<file path="config.mk">
export PLATFORM = sky130hd
export DESIGN_NAME = first_fit_segment_allocator_core
export DESIGN_NICKNAME = d
export VERILOG_FILES = /design/src/rtl/core/ffsa_pkg.sv /design/src/rtl/core/first_fit_segment_allocator_core.sv /design/src/rtl/core/ffsa_ram.sv
export SDC_FILE = /design/constraint.sdc
export NUM_CORES = 2
export LEC_CHECK = 0
export BUFFER_PORTS_ARGS = -buffer_cell sky130_fd_sc_hd__buf_2
export CAP_MARGIN = 20
export CORE_UTILIZATION = 29
export CTS_BUF_LIST = sky130_fd_sc_hd__clkbuf_8
export DETAILED_ROUTE_END_ITERATION = 12
export GPL_TIMING_DRIVEN = 0
export PLACE_DENSITY = 0.53
export SLEW_MARGIN = 25
export SYNTH_ARGS = -nofsm -noshare
export SYNTH_HDL_FRONTEND = slang
export SYNTH_SLANG_ARGS = --single-unit
</file>
<file path="constraint.sdc">
create_clock -name clk -period 8.35 [get_ports clk]
set_input_delay 1.2525 -clock clk [delete_from_list [all_inputs] [get_ports clk]]
set_output_delay 1.2525 -clock clk [all_outputs]
set_load 0.03 [all_outputs]
</file>
<file path="src/rtl/core/ffsa_pkg.sv">
`timescale 1ns / 1ps
// ----------------------------------------------------------------------------
// ffsa_pkg
// Shared types and constants of the first-fit segment allocator.
// ----------------------------------------------------------------------------
package ffsa_pkg;

    localparam int MAX_SEGMENTS = 32;
    localparam int IDX_W        = $clog2(MAX_SEGMENTS);
    localparam int CNT_W        = $clog2(MAX_SEGMENTS + 1);

    localparam logic [15:0] DEFAULT_TOTAL = 16'd1024;

    typedef logic [CNT_W-1:0] cnt_t;
    typedef logic [IDX_W-1:0] idx_t;

    // one row of the segment table
    typedef struct packed {
        logic [15:0] seg_start;
        logic [15:0] seg_length;
        logic        seg_used;
        logic [15:0] seg_owner;
    } seg_t;

    typedef enum logic [1:0] {
        ACT_ALLOC   = 2'd0,
        ACT_FREE    = 2'd1,
        ACT_RELEASE = 2'd2,
        ACT_NOP     = 2'd3
    } action_t;

    typedef enum logic [2:0] {
        STAT_OK       = 3'd0,
        STAT_NOFIT    = 3'd1,
        STAT_FULL     = 3'd2,
        STAT_NOTFOUND = 3'd3,
        STAT_ZERO     = 3'd4
    } status_t;

endpackage

</file>
<file path="src/rtl/core/first_fit_segment_allocator_core.sv">
`timescale 1ns / 1ps
// ----------------------------------------------------------------------------
// first_fit_segment_allocator_core
// First-fit allocator over an address-ordered segment table with coalescing.
// ----------------------------------------------------------------------------
// Usage:
//   Requests enter on the s_* stream: s_tuser carries the action (allocate,
//   free by owner id, release all), s_tdata the size and the owner to free.
//   Each request gives exactly one result on the m_* stream: m_tuser is the
//   status, m_tdata the start address, the owner id and the freed size.
//   cfg_valid/cfg_data write total_size, which takes effect at the next
//   release-all; cfg_ready is always high.
//   The table sits in one RAM with registered read data. Release-all, a no-op
//   or a request rejected at once goes straight to the result; otherwise a
//   request scans table entries up to the hit and then moves entries for an
//   insert or a removal. Scanned and moved entries together never exceed
//   the table. One request is in work at a time; the next is taken once the
//   result sits in the output register, even while the receiver stalls it.
//   A second result waits until the first has been taken.
//   After reset the block writes the initial free segment of 1024 units
//   in S_INIT before it accepts the first request.
// ----------------------------------------------------------------------------
module first_fit_segment_allocator_core
    import ffsa_pkg::*;
(
    input  logic        clk,
    input  logic        rst_n,
    // configuration: total_size
    input  logic        cfg_valid,
    output logic        cfg_ready,
    input  logic [15:0] cfg_data,
    // request stream
    input  logic        s_tvalid,
    output logic        s_tready,
    input  logic [31:0] s_tdata,   // [15:0] request_size, [31:16] owner_to_free
    input  logic [1:0]  s_tuser,   // [1:0] action
    // result stream
    output logic        m_tvalid,
    input  logic        m_tready,
    output logic [47:0] m_tdata,   // [15:0] start_address, [31:16] owner_id,
                                   // [47:32] freed_size
    output logic [2:0]  m_tuser    // [2:0] status
);

    typedef enum logic [13:0] {
        S_INIT    = 14'b00000000000001,
        S_IDLE    = 14'b00000000000010,
        S_SCAN_RD = 14'b00000000000100,
        S_SCAN_CK = 14'b00000000001000,
        S_INS_RD  = 14'b00000000010000,
        S_INS_WR  = 14'b00000000100000,
        S_INS_TL  = 14'b00000001000000,
        S_INS_HD  = 14'b00000010000000,
        S_NXT_RD  = 14'b00000100000000,
        S_NXT_CK  = 14'b00001000000000,
        S_MRG_WR  = 14'b00010000000000,
        S_DEL_RD  = 14'b00100000000000,
        S_DEL_WR  = 14'b01000000000000,
        S_DONE    = 14'b10000000000000
    } state_t;

    state_t      state_reg, state_next;
    logic [15:0] total_reg, total_next;
    cnt_t        cnt_reg, cnt_next;
    logic [15:0] nown_reg, nown_next;
    logic        alloc_reg, alloc_next;
    logic [15:0] size_reg, size_next;
    logic [15:0] who_reg, who_next;
    logic [15:0] id_reg, id_next;
    cnt_t        idx_reg, idx_next;
    cnt_t        hit_reg, hit_next;
    cnt_t        dst_reg, dst_next;
    cnt_t        gap_reg, gap_next;
    seg_t        prv_reg, prv_next;
    seg_t        ent_reg, ent_next;
    seg_t        nxt_reg, nxt_next;
    logic        nfree_reg, nfree_next;
    status_t     rstat_reg, rstat_next;
    logic [15:0] raddr_reg, raddr_next;
    logic [15:0] rid_reg, rid_next;
    logic [15:0] rfreed_reg, rfreed_next;
    logic        mval_reg, mval_next;
    logic [47:0] mdata_reg, mdata_next;
    logic [2:0]  muser_reg, muser_next;

    logic        ram_we;
    idx_t        ram_waddr, ram_raddr;
    seg_t        ram_wdata, ram_rdata;
    logic        accept;
    logic [15:0] nown_inc;
    logic        prv_free;
    seg_t        merged;

    ffsa_ram #(
        .WIDTH ($bits(seg_t)),
        .DEPTH (MAX_SEGMENTS)
    ) u_table (
        .clk   (clk),
        .we    (ram_we),
        .waddr (ram_waddr),
        .wdata (ram_wdata),
        .raddr (ram_raddr),
        .rdata (ram_rdata)
    );

    assign cfg_ready = 1'b1;
    assign s_tready  = (state_reg == S_IDLE);
    assign accept    = s_tvalid && s_tready;
    assign m_tvalid  = mval_reg;
    assign m_tdata   = mdata_reg;
    assign m_tuser   = muser_reg;

    // next owner id, skipping zero on wrap
    assign nown_inc = (nown_reg == 16'hFFFF) ? 16'd1 : nown_reg + 16'd1;

    // coalesced segment for a free: previous, released and next entries
    assign prv_free = (hit_reg != '0) && !prv_reg.seg_used;
    always_comb
    begin
        merged            = ent_reg;
        merged.seg_used   = 1'b0;
        merged.seg_owner  = '0;
        if (prv_free)
        begin
            merged.seg_start  = prv_reg.seg_start;
            merged.seg_length = prv_reg.seg_length + ent_reg.seg_length;
        end
        if (nfree_reg)
        begin
            merged.seg_length = merged.seg_length + nxt_reg.seg_length;
        end
    end

    // sequencer
    always_comb
    begin
        state_next  = state_reg;
        total_next  = total_reg;
        cnt_next    = cnt_reg;
        nown_next   = nown_reg;
        alloc_next  = alloc_reg;
        size_next   = size_reg;
        who_next    = who_reg;
        id_next     = id_reg;
        idx_next    = idx_reg;
        hit_next    = hit_reg;
        dst_next    = dst_reg;
        gap_next    = gap_reg;
        prv_next    = prv_reg;
        ent_next    = ent_reg;
        nxt_next    = nxt_reg;
        nfree_next  = nfree_reg;
        rstat_next  = rstat_reg;
        raddr_next  = raddr_reg;
        rid_next    = rid_reg;
        rfreed_next = rfreed_reg;
        mval_next   = mval_reg;
        mdata_next  = mdata_reg;
        muser_next  = muser_reg;
        ram_we      = 1'b0;
        ram_waddr   = idx_reg[IDX_W-1:0];
        ram_wdata   = ent_reg;
        ram_raddr   = idx_reg[IDX_W-1:0];

        // drop the result once taken
        if (mval_reg && m_tready)
        begin
            mval_next = 1'b0;
        end

        // take a new total size
        if (cfg_valid)
        begin
            total_next = cfg_data;
        end

        unique case (state_reg)
            S_INIT:
            begin
                ram_we     = 1'b1;
                ram_waddr  = '0;
                ram_wdata  = '{seg_start: '0, seg_length: total_reg,
                               seg_used: 1'b0, seg_owner: '0};
                cnt_next   = cnt_t'(1);
                state_next = S_IDLE;
            end

            S_IDLE:
            begin
                if (accept)
                begin
                    size_next   = s_tdata[15:0];
                    who_next    = s_tdata[31:16];
                    rstat_next  = STAT_OK;
                    raddr_next  = '0;
                    rid_next    = '0;
                    rfreed_next = '0;
                    idx_next    = '0;
                    state_next  = S_DONE;
                    unique case (action_t'(s_tuser))
                        ACT_ALLOC:
                        begin
                            if (s_tdata[15:0] == '0)
                            begin
                                rstat_next = STAT_ZERO;
                            end
                            else
                            begin
                                nown_next  = nown_inc;
                                id_next    = nown_inc;
                                rid_next   = nown_inc;
                                alloc_next = 1'b1;
                                state_next = S_SCAN_RD;
                            end
                        end
                        ACT_FREE:
                        begin
                            if (s_tdata[31:16] == '0)
                            begin
                                rstat_next = STAT_NOTFOUND;
                            end
                            else
                            begin
                                alloc_next = 1'b0;
                                state_next = S_SCAN_RD;
                            end
                        end
                        ACT_RELEASE:
                        begin
                            ram_we    = 1'b1;
                            ram_waddr = '0;
                            ram_wdata = '{seg_start: '0, seg_length: total_reg,
                                          seg_used: 1'b0, seg_owner: '0};
                            cnt_next  = cnt_t'(1);
                        end
                        default:
                        begin
                            rstat_next = STAT_OK;
                        end
                    endcase
                end
            end

            // issue the read of the next table entry
            S_SCAN_RD:
            begin
                if (idx_reg >= cnt_reg)
                begin
                    rstat_next = alloc_reg ? STAT_NOFIT : STAT_NOTFOUND;
                    state_next = S_DONE;
                end
                else
                begin
                    state_next = S_SCAN_CK;
                end
            end

            // check the entry; remember it as predecessor on a miss
            S_SCAN_CK:
            begin
                if (alloc_reg && !ram_rdata.seg_used && ram_rdata.seg_length >= size_reg)
                begin
                    ent_next = ram_rdata;
                    hit_next = idx_reg;
                    if (ram_rdata.seg_length == size_reg)
                    begin
                        ram_we              = 1'b1;
                        ram_waddr           = idx_reg[IDX_W-1:0];
                        ram_wdata           = ram_rdata;
                        ram_wdata.seg_used  = 1'b1;
                        ram_wdata.seg_owner = id_reg;
                        raddr_next          = ram_rdata.seg_start;
                        state_next          = S_DONE;
                    end
                    else if (cnt_reg >= cnt_t'(MAX_SEGMENTS))
                    begin
                        rstat_next = STAT_FULL;
                        state_next = S_DONE;
                    end
                    else
                    begin
                        dst_next   = cnt_reg;
                        state_next = (cnt_reg > idx_reg + cnt_t'(1)) ? S_INS_RD : S_INS_TL;
                    end
                end
                else if (!alloc_reg && ram_rdata.seg_used && ram_rdata.seg_owner == who_reg)
                begin
                    ent_next    = ram_rdata;
                    hit_next    = idx_reg;
                    rfreed_next = ram_rdata.seg_length;
                    nfree_next  = 1'b0;
                    idx_next    = idx_reg + cnt_t'(1);
                    state_next  = (idx_reg + cnt_t'(1) < cnt_reg) ? S_NXT_RD : S_MRG_WR;
                end
                else
                begin
                    prv_next   = ram_rdata;
                    idx_next   = idx_reg + cnt_t'(1);
                    state_next = S_SCAN_RD;
                end
            end

            // open a gap after the hit: move entries up by one
            S_INS_RD:
            begin
                ram_raddr  = idx_t'(dst_reg - cnt_t'(1));
                state_next = S_INS_WR;
            end

            S_INS_WR:
            begin
                ram_we     = 1'b1;
                ram_waddr  = dst_reg[IDX_W-1:0];
                ram_wdata  = ram_rdata;
                dst_next   = dst_reg - cnt_t'(1);
                state_next = (dst_reg - cnt_t'(1) > hit_reg + cnt_t'(1)) ? S_INS_RD : S_INS_TL;
            end

            // write the free remainder behind the new block
            S_INS_TL:
            begin
                ram_we     = 1'b1;
                ram_waddr  = idx_t'(hit_reg + cnt_t'(1));
                ram_wdata  = '{seg_start: ent_reg.seg_start + size_reg,
                               seg_length: ent_reg.seg_length - size_reg,
                               seg_used: 1'b0, seg_owner: '0};
                state_next = S_INS_HD;
            end

            // write the new used block
            S_INS_HD:
            begin
                ram_we     = 1'b1;
                ram_waddr  = hit_reg[IDX_W-1:0];
                ram_wdata  = '{seg_start: ent_reg.seg_start, seg_length: size_reg,
                               seg_used: 1'b1, seg_owner: id_reg};
                cnt_next   = cnt_reg + cnt_t'(1);
                raddr_next = ent_reg.seg_start;
                state_next = S_DONE;
            end

            // fetch the successor of the released entry
            S_NXT_RD:
            begin
                state_next = S_NXT_CK;
            end

            S_NXT_CK:
            begin
                nxt_next   = ram_rdata;
                nfree_next = !ram_rdata.seg_used;
                state_next = S_MRG_WR;
            end

            // write the coalesced segment, then close the gap
            S_MRG_WR:
            begin
                ram_we    = 1'b1;
                ram_wdata = merged;
                if (prv_free)
                begin
                    ram_waddr = idx_t'(hit_reg - cnt_t'(1));
                    dst_next  = hit_reg;
                    idx_next  = hit_reg + cnt_t'(1) + cnt_t'(nfree_reg);
                end
                else
                begin
                    ram_waddr = hit_reg[IDX_W-1:0];
                    dst_next  = hit_reg + cnt_t'(1);
                    idx_next  = hit_reg + cnt_t'(1) + cnt_t'(nfree_reg);
                end
                gap_next = cnt_t'(prv_free) + cnt_t'(nfree_reg);
                if (!prv_free && !nfree_reg)
                begin
                    state_next = S_DONE;
                end
                else if (hit_reg + cnt_t'(1) + cnt_t'(nfree_reg) < cnt_reg)
                begin
                    state_next = S_DEL_RD;
                end
                else
                begin
                    cnt_next   = cnt_reg - (cnt_t'(prv_free) + cnt_t'(nfree_reg));
                    state_next = S_DONE;
                end
            end

            // move entries down over the gap
            S_DEL_RD:
            begin
                state_next = S_DEL_WR;
            end

            S_DEL_WR:
            begin
                ram_we    = 1'b1;
                ram_waddr = dst_reg[IDX_W-1:0];
                ram_wdata = ram_rdata;
                dst_next  = dst_reg + cnt_t'(1);
                idx_next  = idx_reg + cnt_t'(1);
                if (idx_reg + cnt_t'(1) < cnt_reg)
                begin
                    state_next = S_DEL_RD;
                end
                else
                begin
                    cnt_next   = cnt_reg - gap_reg;
                    state_next = S_DONE;
                end
            end

            // hand the result to the output register when it is free
            S_DONE:
            begin
                if (!mval_reg || m_tready)
                begin
                    mval_next  = 1'b1;
                    mdata_next = {rfreed_reg, rid_reg, raddr_reg};
                    muser_next = rstat_reg;
                    state_next = S_IDLE;
                end
            end

            default:
            begin
                state_next = S_INIT;
            end
        endcase
    end

    // control registers
    always_ff @(posedge clk or negedge rst_n)
    begin
        if (!rst_n)
        begin
            state_reg <= S_INIT;
            total_reg <= DEFAULT_TOTAL;
            cnt_reg   <= cnt_t'(1);
            nown_reg  <= '0;
            mval_reg  <= 1'b0;
        end
        else
        begin
            state_reg <= state_next;
            total_reg <= total_next;
            cnt_reg   <= cnt_next;
            nown_reg  <= nown_next;
            mval_reg  <= mval_next;
        end
    end

    // payload registers
    always_ff @(posedge clk)
    begin
        alloc_reg  <= alloc_next;
        size_reg   <= size_next;
        who_reg    <= who_next;
        id_reg     <= id_next;
        idx_reg    <= idx_next;
        hit_reg    <= hit_next;
        dst_reg    <= dst_next;
        gap_reg    <= gap_next;
        prv_reg    <= prv_next;
        ent_reg    <= ent_next;
        nxt_reg    <= nxt_next;
        nfree_reg  <= nfree_next;
        rstat_reg  <= rstat_next;
        raddr_reg  <= raddr_next;
        rid_reg    <= rid_next;
        rfreed_reg <= rfreed_next;
        mdata_reg  <= mdata_next;
        muser_reg  <= muser_next;
    end

    // table occupancy stays within the RAM
    a_cnt_range: assert property (@(posedge clk) disable iff (!rst_n)
        (cnt_reg != '0) && (cnt_reg <= cnt_t'(MAX_SEGMENTS)))
        else $error("segment count out of range");

    // writes never land past the end of the table plus the insert slot
    a_wr_range: assert property (@(posedge clk) disable iff (!rst_n)
        ram_we |-> ({1'b0, ram_waddr} <= cnt_reg))
        else $error("table write beyond segment count");

    // a free of owner zero is rejected at once
    a_free_zero: assert property (@(posedge clk) disable iff (!rst_n)
        (accept && s_tuser == ACT_FREE && s_tdata[31:16] == '0)
        |=> (state_reg == S_DONE && rstat_reg == STAT_NOTFOUND))
        else $error("free of owner zero not rejected");

    // the owner id never becomes zero once an allocate has run
    a_nown: assert property (@(posedge clk) disable iff (!rst_n)
        (nown_reg != '0) |=> (nown_reg != '0))
        else $error("owner id sequence reached zero");

endmodule

</file>
<file path="src/rtl/core/ffsa_ram.sv">
`timescale 1ns / 1ps
// ----------------------------------------------------------------------------
// ffsa_ram
// Simple dual-port RAM: one write port, one read port with registered data.
// ----------------------------------------------------------------------------
module ffsa_ram #(
    parameter int WIDTH = 8,
    parameter int DEPTH = 32
) (
    input  logic                     clk,
    input  logic                     we,
    input  logic [$clog2(DEPTH)-1:0] waddr,
    input  logic [WIDTH-1:0]         wdata,
    input  logic [$clog2(DEPTH)-1:0] raddr,
    output logic [WIDTH-1:0]         rdata
);

    logic [WIDTH-1:0] mem [DEPTH];

    // write and registered read
    always_ff @(posedge clk)
    begin
        if (we)
        begin
            mem[waddr] <= wdata;
        end
        rdata <= mem[raddr];
    end

endmodule

</file>
[Yosys cells after proc, flatten, opt, wreduce, memory -nomap -nowiden]
Memory sizes are Yosys's and may differ from the RTL's. A register that Yosys moved wholly into a read port is not among the register bits.
Cells that the tools add are included.
Operators by class
  bitwise operators: 4
  eq/ne operators: 35
  $lt $le $gt $ge: 7
  reduce and logical (&&, ||, !) cells: 45
  mux-type cells: 81
  $add $sub $neg: 15
Operators by type and width (number)
  $pmux 49 s7: 1
  $mux 49: 6
  $pmux 14 s14: 1
  $mux 14: 11
  $mux 16: 7
  $mux 6: 13
  $add 16x16->16: 3
  $pmux 16 s3: 1
  $pmux 6 s4: 2
  $eq 16x16->1: 2
  $logic_not 16->1: 2
  $mux 32: 1
  $pmux 16 s2: 1
  $pmux 5 s6: 1
  $pmux 6 s5: 1
  $ne 2x2->1 const B: 14
  $pmux 14 s2: 1
  $add 6x1->6 const B: 4
  $mux 11: 2
  $mux 5: 4
  $mux 3: 6
  $add 16x1->16 const B: 1
  $eq 16x16->1 const B: 1
  $ge 16x16->1: 1
  other kinds (52): 100
Storage, ports and cells
  word-level logic and storage cells: 216
  memories: 1
  input bits: 55
  flip-flop bits (word level): 327
  memory bits (writable): 1568
Memories
  u_table.mem: words 32, width 49, read ports 1, clocked after Yosys merged registers in 1, wr ports 1, RTL line ffsa_ram.sv:18  | logic [WIDTH-1:0] mem [DEPTH];

[Depth between registers and ports, before layout]
  depth in word-level cells: 7
  gate-level depth with buffers: 21

[Hierarchy]
A second synthesis with hierarchy kept.
Second synthesis, totals
  cell total of the unflattened synthesis: 5085
  area total of the unflattened synthesis: 80160.6 µm²
Modules (own cells, without submodules)
  ffsa_ram: cells an instance 3434, times used 1, area each 61854.3 µm²
  first_fit_segment_allocator_core: cells an instance 1651, times used 1, area each 18306.3 µm²

[Least setup slack after synthesis]
OpenSTA, ideal clock, no wires.
  kind: register to register
  start point: reg hit_reg[0]
  end point: mem u_table.mem[0][0] (netlist name), enable pin
  data required time: 7894 ps
  period minus slack after synthesis: 5223 ps
  path buffers: 0
  setup slack: 3127 ps
  arrival time: 4767 ps
  cell stages (with the launch flop): 12
  path through: edfxtp_1 -> inv_1 -> ha_1 -> or3b_1 -> nor3_1 -> nor2_1 -> inv_2 -> nor3_1 -> or3_1 -> a222oi_1 -> nand3b_1 -> nor2_1
Between the ends
  cells in the longest elaborated chain, start to end: 4
  elaborated cells on any way between the ends: 6
Ends and longest elaborated chain
  start: declaration: RTL line first_fit_segment_allocator_core.sv:71  | cnt_t hit_reg, hit_next;
  start signal: assignment: RTL line first_fit_segment_allocator_core.sv:460  | hit_reg <= hit_next;
  parallel branches: the longest is 3 deep, another holds $sub 5x1->5
  $pmux 5 s6 *: RTL line first_fit_segment_allocator_core.sv:177  | unique case (state_reg)
  end: declaration: RTL line ffsa_ram.sv:18
Mark *: on every way between the ends.

==> flow_summary_export.csv <==
group,metric,value,unit
status,status,"finished, final reports clean",
detailed_routing,vias_per_cell,5.07,
detailed_routing,drtAntennaViolNets,0,
sta,max_slew.worst_pin.slew,1190,ps
detailed_routing,vias,51600,
cts,clk_latency,1080,ps
cts,clk_pin_slew_worst_paths,60,ps
job,cap_violations,0,
placement,place_inst,9558,
floorplanning,fp.dieH,524,um
synthesis,ys_types,75,
cts,cts_setup_buffers,0,
pwr,ir_worst_vdd,0.170,mV
cells_and_area,final_cells,10200,
critical_path,cp-end-kind,"register",
cts,hold_buffers,0,
cells_and_area,syn_to_final_growth,18.5,%
cts,root_buffer,"clkbuf_8",
synthesis,postSynthAreaPerCell,13.8,um2
pwr,p_leak,32.3,nW
detailed_routing,drc,0,
cts,clockBufferDepth,4,
cells_and_area,stdcell_area,0.0936,mm2
sta,fin_crit,6790,ps
cts,clock_sinks,1940,
synthesis,synth_top_cell_by_area,"edfxtp_1",
synthesis,synth_warnings,0,
critical_path,cp_max_fo,32,
pwr,power,28.5,mW
global_routing,grt_pass1_vias,50000,
global_routing,grt_pass1_wl,353,mm
detailed_routing,drtIter0Drc,5401,
sta,clock.fmax,147,MHz
placement,dp_hpwl,180,mm
synthesis,synth-seq-area-share,0.728,
sta,slew_viol_final,0,
detailed_routing,firstDrtPassIters,6,
critical_path,worst_setup_path_start_kind,"register",
floorplanning,dieArea,0.274,mm2
min_path,hold_class,"input port to asynchronous set/reset pin",
sta,finalClockSkew,99.1,ps
global_routing,antenna_found_initial,19,
placement,place_area,0.0874,mm2
synthesis,syn_area,0.0790,mm2
synthesis,synth_cells,5743,
synthesis,synth_area_leaders,"edfxtp_1, nand2_1, nand3_1, mux2i_1, a32oi_1",
cts,cts.repair.resized,0,
detailed_routing,wl_per_cell,24.5,um
floorplanning,initial_core_util,0.292,
synthesis,synth_top_flop_cell,"edfxtp_1",
floorplanning,row_count,191,
critical_path,arrival,7430,ps
placement,place_ws,1520,ps
sta,max_slew_margin,0.206,
cts,cts_tree,"yes",
sta,setup_viol,0,
floorplanning,io_pins,109,
floorplanning,coreArea,0.271,mm2
sta,final.setup.worst_slack,1560,ps
placement,place.gp.congestion,0.899,
cells_and_area,largest_reg_flops,1568,
sta,final.period_utilization,0.813,
sta,timing.final.hold_violations,0,
sta,setup_tns,0,ps
synthesis,synth_enable_flop_cells,1838,
global_routing,grt_overflow_total,0,
cells_and_area,fill_cells,26000,
cells_and_area,fin_util,0.346,
detailed_routing,drt_wl_total,249,mm
pwr,pwr_density_cell,304,mW/mm2
critical_path,worstSetupPathType,"register to register",
synthesis,synth-seq-cells,1940,
placement,io_buffer_count,106,
cells_and_area,nNetsFinal,6514,
sta,holdWs,333,ps
sta,rsz0062_at_grt,"false",
synthesis,syn-num-nets,5919,
synthesis,async_reset_ff_frac,0.0273,
cts,cts_buffers,347,
cts,ctsHtreeMaxLevel,5,
global_routing,grt.total_usage,0.177,
critical_path,cp.required,8980,ps
synthesis,synth_top_area_share,0.699,
global_routing,grt_start_max_net_pins,54,
floorplanning,die_x,524,um
cells_and_area,layout-drive-gt1-share,0.141,
[Yosys cell counts (all sizes together), types with 10 or more instances]
cell type,count
o21a,11
mux2,18
inv,80
a32oi,197
o21ai,94
xor2,55
a221o,13
buf,139
and2,26
a31oi,211
a22o,26
edfxtp,1838
a221oi,11
nor4,69
nand2b,30
nor2b,26
dfxtp,49
nand3,431
dfrtp,50
a21o,37
a21oi,68
xnor2,54
a22oi,16
mux2i,207
clkbuf,178
o31ai,10
a222oi,22
a211oi,16
ha,116
nor2,123
o211ai,17
nand2,1348
nand4,15
nor3,31
[metal layers]
layer,wire length [um],global-route usage,vias up,part of all wire
li1,-,-,23000,-
met1,106000,0.239,26000,0.43
met2,115000,0.286,2270,0.46
met3,20800,0.0362,424,0.084
met4,7240,0.0559,2,0.029
met5,12,0,-,0.000048
[worst max-delay path, stage by stage, from the launching register on]
cell and delay [ps]:
edfxtp_1 490, inv_1 150, ha_1 260, or3b_1 210, nor3_1 50, nor2_1 740
inv_2 360, buf_1 420, a21oi_1 380, inv_1 80, ha_1 300, a211oi_1 340
o21bai_1 210, o21ai_0 430, a21oi_1 180, o21ai_0 180, or4b_2 660, xnor2_1 210
xnor2_1 100, a221o_2 660
[cell families (layout without fill, tap and decap cells)]
family / Yosys count / count (layout) / share of synthesized area
xor gates and xnor gates: 109 / 109 / 0.0121
muxes: 225 / 225 / 0.0288
and+or+nand+nor: 2161 / 2161 / 0.119
adders and majority gates: 121 / 121 / 0.0196
AOI/OAI and AO/OA: 789 / 789 / 0.0718
buffers and inverters: 397 / 1245 / 0.0208
DFF: 1940 / 1940 / 0.728
other: 1 / 13 / 0.0000475
[report_power, final]
part,internal (mW),switching [mW],total [mW]
clock,4.21,3.88,8.09
sequential,12.8,0.459,13.3
combinational,1.77,5.37,7.14
[cell type report]
class                           instances  area, um2  area share
Clock inverter                        236       1120      0.0119
Sequential cell                      1940      57500       0.614
Timing Repair Buffer                  246       3260      0.0348
Tap cell                             3570       4470      0.0477
Buffer                                317       1360      0.0145
Antenna cell                           12       30.0    0.000321
Inverter                               80        300     0.00321
Multi-Input combinational cell       3406      20500       0.219
Clock buffer                          366       5040      0.0538
[cells in the final DEF (no fill, tap or decap), types with 67 or more instances in the layout]
cell type / n
a21oi_1: 67
a31oi_1: 207
a32oi_1: 197
buf_2: 231
clkbuf_1: 169
clkbuf_8: 366
clkinv_1: 71
edfxtp_1: 1838
ha_1: 116
inv_1: 190
mux2i_1: 207
nand2_1: 1336
nand3_1: 431
nor2_1: 89
o21ai_0: 84
[path summary, 6_finish.rpt]
path                       cells after the start                             to  slack (ps)                        start
max                                           19  u_table.mem[19][32]$_DFFE_PP_        1560         hit_reg[0]$_DFFE_PP_
min in group clk                               0          m_tdata[37]$_DFFE_PP_         400  rfreed_reg[5]$_SDFFCE_PN0P_
max in group asynchronous                      1      total_reg[14]$_DFFE_PN0P_        7470                        rst_n
min reg2reg                                    0          m_tdata[37]$_DFFE_PP_         400  rfreed_reg[5]$_SDFFCE_PN0P_
max reg2reg                                   19  u_table.mem[19][32]$_DFFE_PP_        1560         hit_reg[0]$_DFFE_PP_
min                                            1        nown_reg[4]$_DFFE_PN0P_         330                        rst_n
(Power assumes the default switching activity.)
